## config.mk

```make
export PLATFORM = sky130hd
export DESIGN_NAME = sme_iter_unit
export DESIGN_NICKNAME = d
export VERILOG_FILES = /design/src/design/sme_pkg.sv /design/src/design/sme_iter_unit.sv
export SDC_FILE = /design/constraint.sdc
export NUM_CORES = 1
export LEC_CHECK = 0
export BUFFER_PORTS_ARGS = -buffer_cell sky130_fd_sc_hd__buf_2
export CAP_MARGIN = 30
export CORE_MARGIN = 1.5
export CORE_UTILIZATION = 49
export CTS_BUF_LIST = sky130_fd_sc_hd__clkbuf_4 sky130_fd_sc_hd__clkbuf_8 sky130_fd_sc_hd__clkbuf_16
export CTS_CLUSTER_DIAMETER = 40
export CTS_CLUSTER_SIZE = 12
export DETAILED_ROUTE_END_ITERATION = 12
export PLACE_DENSITY = 0.68
export REMOVE_ABC_BUFFERS = 1
export SLEW_MARGIN = 20
export SYNTH_ARGS = -nofsm -noshare
export SYNTH_HDL_FRONTEND = slang
export SYNTH_SLANG_ARGS = --single-unit
export TNS_END_PERCENT = 100
```

## constraint.sdc

```tcl
create_clock -name clk_i -period 3.4 [get_ports clk_i]
set_input_delay 0.51 -clock clk_i [delete_from_list [all_inputs] [get_ports clk_i]]
set_output_delay 0.51 -clock clk_i [all_outputs]
set_load 0.01 [all_outputs]
```

## src/design/sme_pkg.sv

```systemverilog
// ----------------------------------------------------------------------------
// sme_pkg
// Opcodes, status codes and sizing constants of the stack machine executor.
// ----------------------------------------------------------------------------
package sme_pkg;
  localparam int unsigned DefDataStackDepth   = 64;
  localparam int unsigned DefReturnStackDepth = 16;
  localparam int unsigned DefRegisterCount    = 4;
  localparam int unsigned DefRamWords         = 1024;

  localparam logic [4:0] OP_PUSH = 5'd0,  OP_POP  = 5'd1,  OP_ADD  = 5'd2,
                         OP_SUB  = 5'd3,  OP_MUL  = 5'd4,  OP_DIV  = 5'd5,
                         OP_SQRT = 5'd6,  OP_OUT  = 5'd7,  OP_IN   = 5'd8,
                         OP_PUSHR = 5'd9, OP_POPR = 5'd10, OP_JMP  = 5'd11,
                         OP_JB   = 5'd12, OP_JBE  = 5'd13, OP_JA   = 5'd14,
                         OP_JAE  = 5'd15, OP_JE   = 5'd16, OP_JNE  = 5'd17,
                         OP_CALL = 5'd18, OP_RET  = 5'd19, OP_PUSHM = 5'd20,
                         OP_POPM = 5'd21;

  localparam logic [3:0] ST_OK = 4'd0, ST_NOARG = 4'd1, ST_UNDER = 4'd2,
                         ST_DIVZ = 4'd3, ST_SQNEG = 4'd4, ST_BADJMP = 4'd5,
                         ST_NEGCALL = 4'd6, ST_DOVF = 4'd8, ST_ROVF = 4'd9,
                         ST_REMPTY = 4'd10;

  // Mode of the shared iterative unit.
  typedef enum logic [1:0] {ITER_DIV, ITER_SQRT} iter_mode_e;

  typedef struct packed {
    logic       start;
    iter_mode_e mode;
  } iter_ctl_t;
endpackage

```

## src/design/sme_iter_unit.sv

```systemverilog
// ----------------------------------------------------------------------------
// sme_iter_unit
// Shared iterative unit: unsigned restoring divide or floor square root,
// one result bit per cycle.
// ----------------------------------------------------------------------------
module sme_iter_unit
  import sme_pkg::*;
(
  input  logic        clk_i,
  input  logic        rst_ni,
  input  iter_ctl_t   ctl_i,
  input  logic [31:0] a_i,
  input  logic [31:0] b_i,
  output logic        done_o,
  output logic [31:0] res_o
);
  logic [5:0]  cnt_q, cnt_d;
  logic        busy_q, busy_d;
  logic        sqrt_q, sqrt_d;
  logic [31:0] num_q, num_d, den_q, den_d, res_q, res_d;
  logic [33:0] rem_q, rem_d;
  logic [33:0] trial, shifted;

  always_comb begin
    busy_d = busy_q; cnt_d = cnt_q; sqrt_d = sqrt_q;
    num_d = num_q; den_d = den_q; res_d = res_q; rem_d = rem_q;
    shifted = '0; trial = '0;
    done_o = 1'b0;
    if (ctl_i.start) begin
      busy_d = 1'b1; cnt_d = '0; sqrt_d = (ctl_i.mode == ITER_SQRT);
      num_d = a_i; den_d = b_i; res_d = '0; rem_d = '0;
    end else if (busy_q) begin
      if (sqrt_q) begin
        // Two radicand bits per step, 16 steps.
        shifted = {rem_q[31:0], num_q[31:30]};
        trial   = {res_q[31:0], 2'b01};
        num_d   = {num_q[29:0], 2'b00};
        if (shifted >= trial) begin
          rem_d = shifted - trial; res_d = {res_q[30:0], 1'b1};
        end else begin
          rem_d = shifted; res_d = {res_q[30:0], 1'b0};
        end
      end else begin
        shifted = {rem_q[32:0], num_q[31]};
        trial   = {2'b00, den_q};
        num_d   = {num_q[30:0], 1'b0};
        if (shifted >= trial) begin
          rem_d = shifted - trial; res_d = {res_q[30:0], 1'b1};
        end else begin
          rem_d = shifted; res_d = {res_q[30:0], 1'b0};
        end
      end
      cnt_d = cnt_q + 6'd1;
      if ((sqrt_q && cnt_q == 6'd15) || (!sqrt_q && cnt_q == 6'd31)) begin
        busy_d = 1'b0;
        done_o = 1'b1;
      end
    end
  end

  assign res_o = res_d;

  always_ff @(posedge clk_i or negedge rst_ni) begin
    if (!rst_ni) begin
      busy_q <= 1'b0;
      cnt_q  <= '0;
      sqrt_q <= 1'b0;
    end else begin
      busy_q <= busy_d;
      cnt_q  <= cnt_d;
      sqrt_q <= sqrt_d;
    end
  end

  always_ff @(posedge clk_i) begin
    num_q <= num_d; den_q <= den_d; res_q <= res_d; rem_q <= rem_d;
  end
endmodule

```

==> flow_summary_export.csv <==
group,metric,value,unit
sta,layout_setup_ws,-182,ps
clocking,numCtsBuffers,17,
synth,synth_top_area_share,19.8,%
routing,routed_via_density,5.58,
synth,yosysTopAreaCell,"edfxtp_1",
synth,synth.avg_cell_area,8.56,um^2
routing,wl_per_cell,15.6,um
synth,synth_mux_area_share,7.43,%
synth,ys_seq_elements,137,
routing,drtIter0Drc,662,
sta,slew_headroom,46.7,%
floorplanning,die_w,144,um
power,p_leak,0.00512,uW
final_layout,area_growth,16.3,%
clocking,cts_sinks,137,
clocking,cts-root-buf,"clkbuf_16",
sta,post-route-period-util,105,%
placement,io_buffers,101,
final_layout,diodes,0,
worst_setup_path,cp.depth,14,
synth,synth_compound_area_share,22.3,%
job,drv_cap,0,
final_layout,final_common_cell,"nand2_1",
sta,hold_viol_final,0,
sta,fin_crit,3580,ps
synth,synth_xor_area_share,5.96,%
global_routing,grt_pass1_vias,7756,
global_routing,grt_pass1_wl,38200,um
synth,synth_top_family_by_area,"compound AO/OA/AOI/OAI gates",
worst_setup_path,crit_type,"reg -> out",
routing,routed_wirelength,23500,um
floorplanning,design.portCount,102,
final_layout,finalNonFillerCells,1506,
final_layout,fin_nets,1365,
clocking,htree_levels,4,
final_layout,post-route-cell-area,11300,um^2
floorplanning,die_y,144,um
worst_setup_path,worstPathRequired,2890,ps
routing,num_vias,8398,
sta,maxSlewViolCount,0,
global_routing,grt_max_degree,64,
clocking,clk_latency,430,ps
placement,placed_cell_area,10600,um^2
synth,seq_area_frac_synth,35.3,%
power,p_per_area,845,nW/um^2
global_routing,antenna_found_initial,0,
floorplanning,start_util,49.9,%
floorplanning,dieArea,20700,um^2
worst_setup_path,start_kind,"flip-flop",
worst_setup_path,crit_chain,"inv_2 -> ha_4 -> inv_2 -> fa_2 -> a21o_1 -> a221oi_4 -> o2bb2ai_2 -> o211a_1 -> o21ai_4 -> nor2_2 -> o21bai_4 -> mux2i_1 -> nor2_1 -> buf_2",
clocking,clockBufferDepth,2,
sta,setup_viol,1,
final_layout,multiInputGateArea,5820,um^2
run_status,violations,"negative setup slack",
routing,drc,0,
synth,async_flop_share,5.84,%
floorplanning,fp.coreArea,19500,um^2
synth,synth_area_leaders,"edfxtp_1, dfxtp_1, ha_1",
run_status,status,"finished, violations left",
worst_setup_path,path_buf_inv,3,
sta,finalClockSkew,13.0,ps
sta,whs,250,ps
clocking,clk_pin_slew,60,ps
synth,ys_dominant_reg_cell,"dfxtp_1",
worst_setup_path,worst_ep_arrival_time,3070,ps
global_routing,gr-total-overflow,0,
hold_path,hp-class,"in -> reg",
placement,hpwl,17500,um
synth,synth.distinct_cells,69,
final_layout,mostFrequentLayoutCells,"nand2_1, nor2_1, buf_2, a21oi_1, inv_1",
worst_setup_path,crit_family,"compound AO/OA/AOI/OAI gates",
routing,antenna_left,0,
sta,tns,-182,ps
synth,synthSimpleGateAreaFrac,14.5,%
routing,drt_pass1_iterations,6,
synth,synthCells,1134,
clocking,cts_tree,"done",
sta,fmax,0.279,GHz
synth,synth_edf_count,64,
sta,tightest_slew,799,ps
final_layout,final_layout_size_suffix_gt1_share,15.5,%
placement,dp_cells,1470,
floorplanning,num_rows,51,
power,peakVddDrop,0.000639,V
sta,grt_setup_unrepaired,"yes",
placement,place_congestion,0.923,
worst_setup_path,cp_max_fo,3,
worst_setup_path,slowest_stage,"edfxtp_1",
final_layout,fillers,1751,
worst_setup_path,rr_worst_depth,13,
worst_setup_path,worstSetupEndpointType,"primary output",
synth,syn_area,9710,um^2
worst_setup_path,crit_top_cell,"inv_2",
synth,yosys.area_share.adder,8.84,%
hold_path,hold_depth,1,
synth,yosys_warnings,0,
global_routing,grt_use_total,23.4,%
worst_setup_path,max_stage_delay,400,ps
final_layout,final-seq-area,3430,um^2
==> kinds of logic after synthesis <==
family / after synthesis
AOI/OAI and AO/OA: 331
and+or+nand+nor: 317
buffers and inverters: 143
DFF: 137
muxes: 72
adders and majority gates: 68
xor gates and xnor gates: 66
==> through the flow <==
step	utilization, %	setup WS, ps	total power [uW]
finish	58.0	-182	9540
global route	58.0	-346	10300
CTS	57.7	-173	9440
detailed placement	54.2	31.2	7360
global placement	54.2	91.9	7350
floorplan	-	-892	6300
==> flip-flops by register name (all words and copies together), names as in the netlist <==
| name | count |
|---|---|
| cnt_q | 6 |
| res_q | 32 |
| rem_q | 33 |
| num_q | 32 |
| busy_q | 1 |
| sqrt_q | 1 |
| den_q | 32 |
==> area by class of cell <==
type,instances,share of cell area [%]
multi-input cells,854,51.6
inverters,86,2.86
clock inverters,14,1.72
clock buffers,18,3.84
repair buffers,132,6.70
flip-flops and latches,137,30.4
well taps,265,2.94
==> what timing repair did <==
| action | CTS | global route |
|---|---|---|
| pin swaps | 9 | 1 |
| setup buffers | 1 | 1 |
| endpoints found under the hold margin | 8 | 0 |
| setup endpoints to repair | 1 | 9 |
| hold buffers | 1 | 0 |
| resized for setup | 11 | 9 |
==> synthesized netlist by cell type, types with 4 or more instances <==
cell        n
edfxtp_1   64
a32o_1      7
clkbuf_1   42
o21bai_1    8
a211oi_1   19
a21o_1     26
xnor2_1    32
a22o_1      9
o21ai_0    76
nand3_1    23
dfrtp_1     8
o32ai_1     5
nor2b_1     9
inv_1      85
dfxtp_1    65
ha_1       67
nand2_1   119
mux2i_1    72
nor2_1    101
nor3_1     10
a21oi_1    97
o211ai_1   25
a311oi_1    4
and3_1     10
buf_1       5
a31oi_1     6
nand2b_1    6
nand4_1    18
xor2_1     34
and2_1      6
buf_2       9
o21a_1      8
==> path summary, 6_finish.rpt <==
check	start	endpoint	slack (ps)
worst max-delay path	num_q[31]	res_o[0]	-180
max in group asynchronous	rst_ni	sqrt_q	2750
worst min-delay path	b_i[7]	den_q[7]	250
min in group asynchronous	rst_ni	cnt_q[0]	460
worst min register to register	rem_q[32]	rem_q[32]	480
worst max register to register	num_q[31]	rem_q[27]	100
==> power by group <==
group	total [uW]	internal, uW	switching [uW]
logic	5320	2230	3080
clock network	1990	1240	749
registers	2230	1950	284
==> worst reg2reg max path, cell delays in order (launching register included) <==
cell and delay, ps:
edfxtp_1 400, inv_2 90, ha_4 130, inv_2 40
fa_2 380, a21o_1 200, a221oi_4 260, o2bb2ai_2 110
o211a_1 260, o21ai_4 150, buf_4 440, nor2_1 220
a222oi_1 360, o211ai_1 140
==> metal layers <==
layer | vias to the layer above | share of wire [%] | wire length [um] | track usage, %
li1 | 4298 | - | - | -
met1 | 3822 | 50 | 11800 | 34.0
met2 | 248 | 42 | 9950 | 34.8
met3 | 30 | 5.7 | 1350 | 3.87
met4 | 0 | 1.7 | 395 | 8.65
met5 | - | 0 | 0 | 0
No activity file was read; power rests on OpenSTA's default activity.
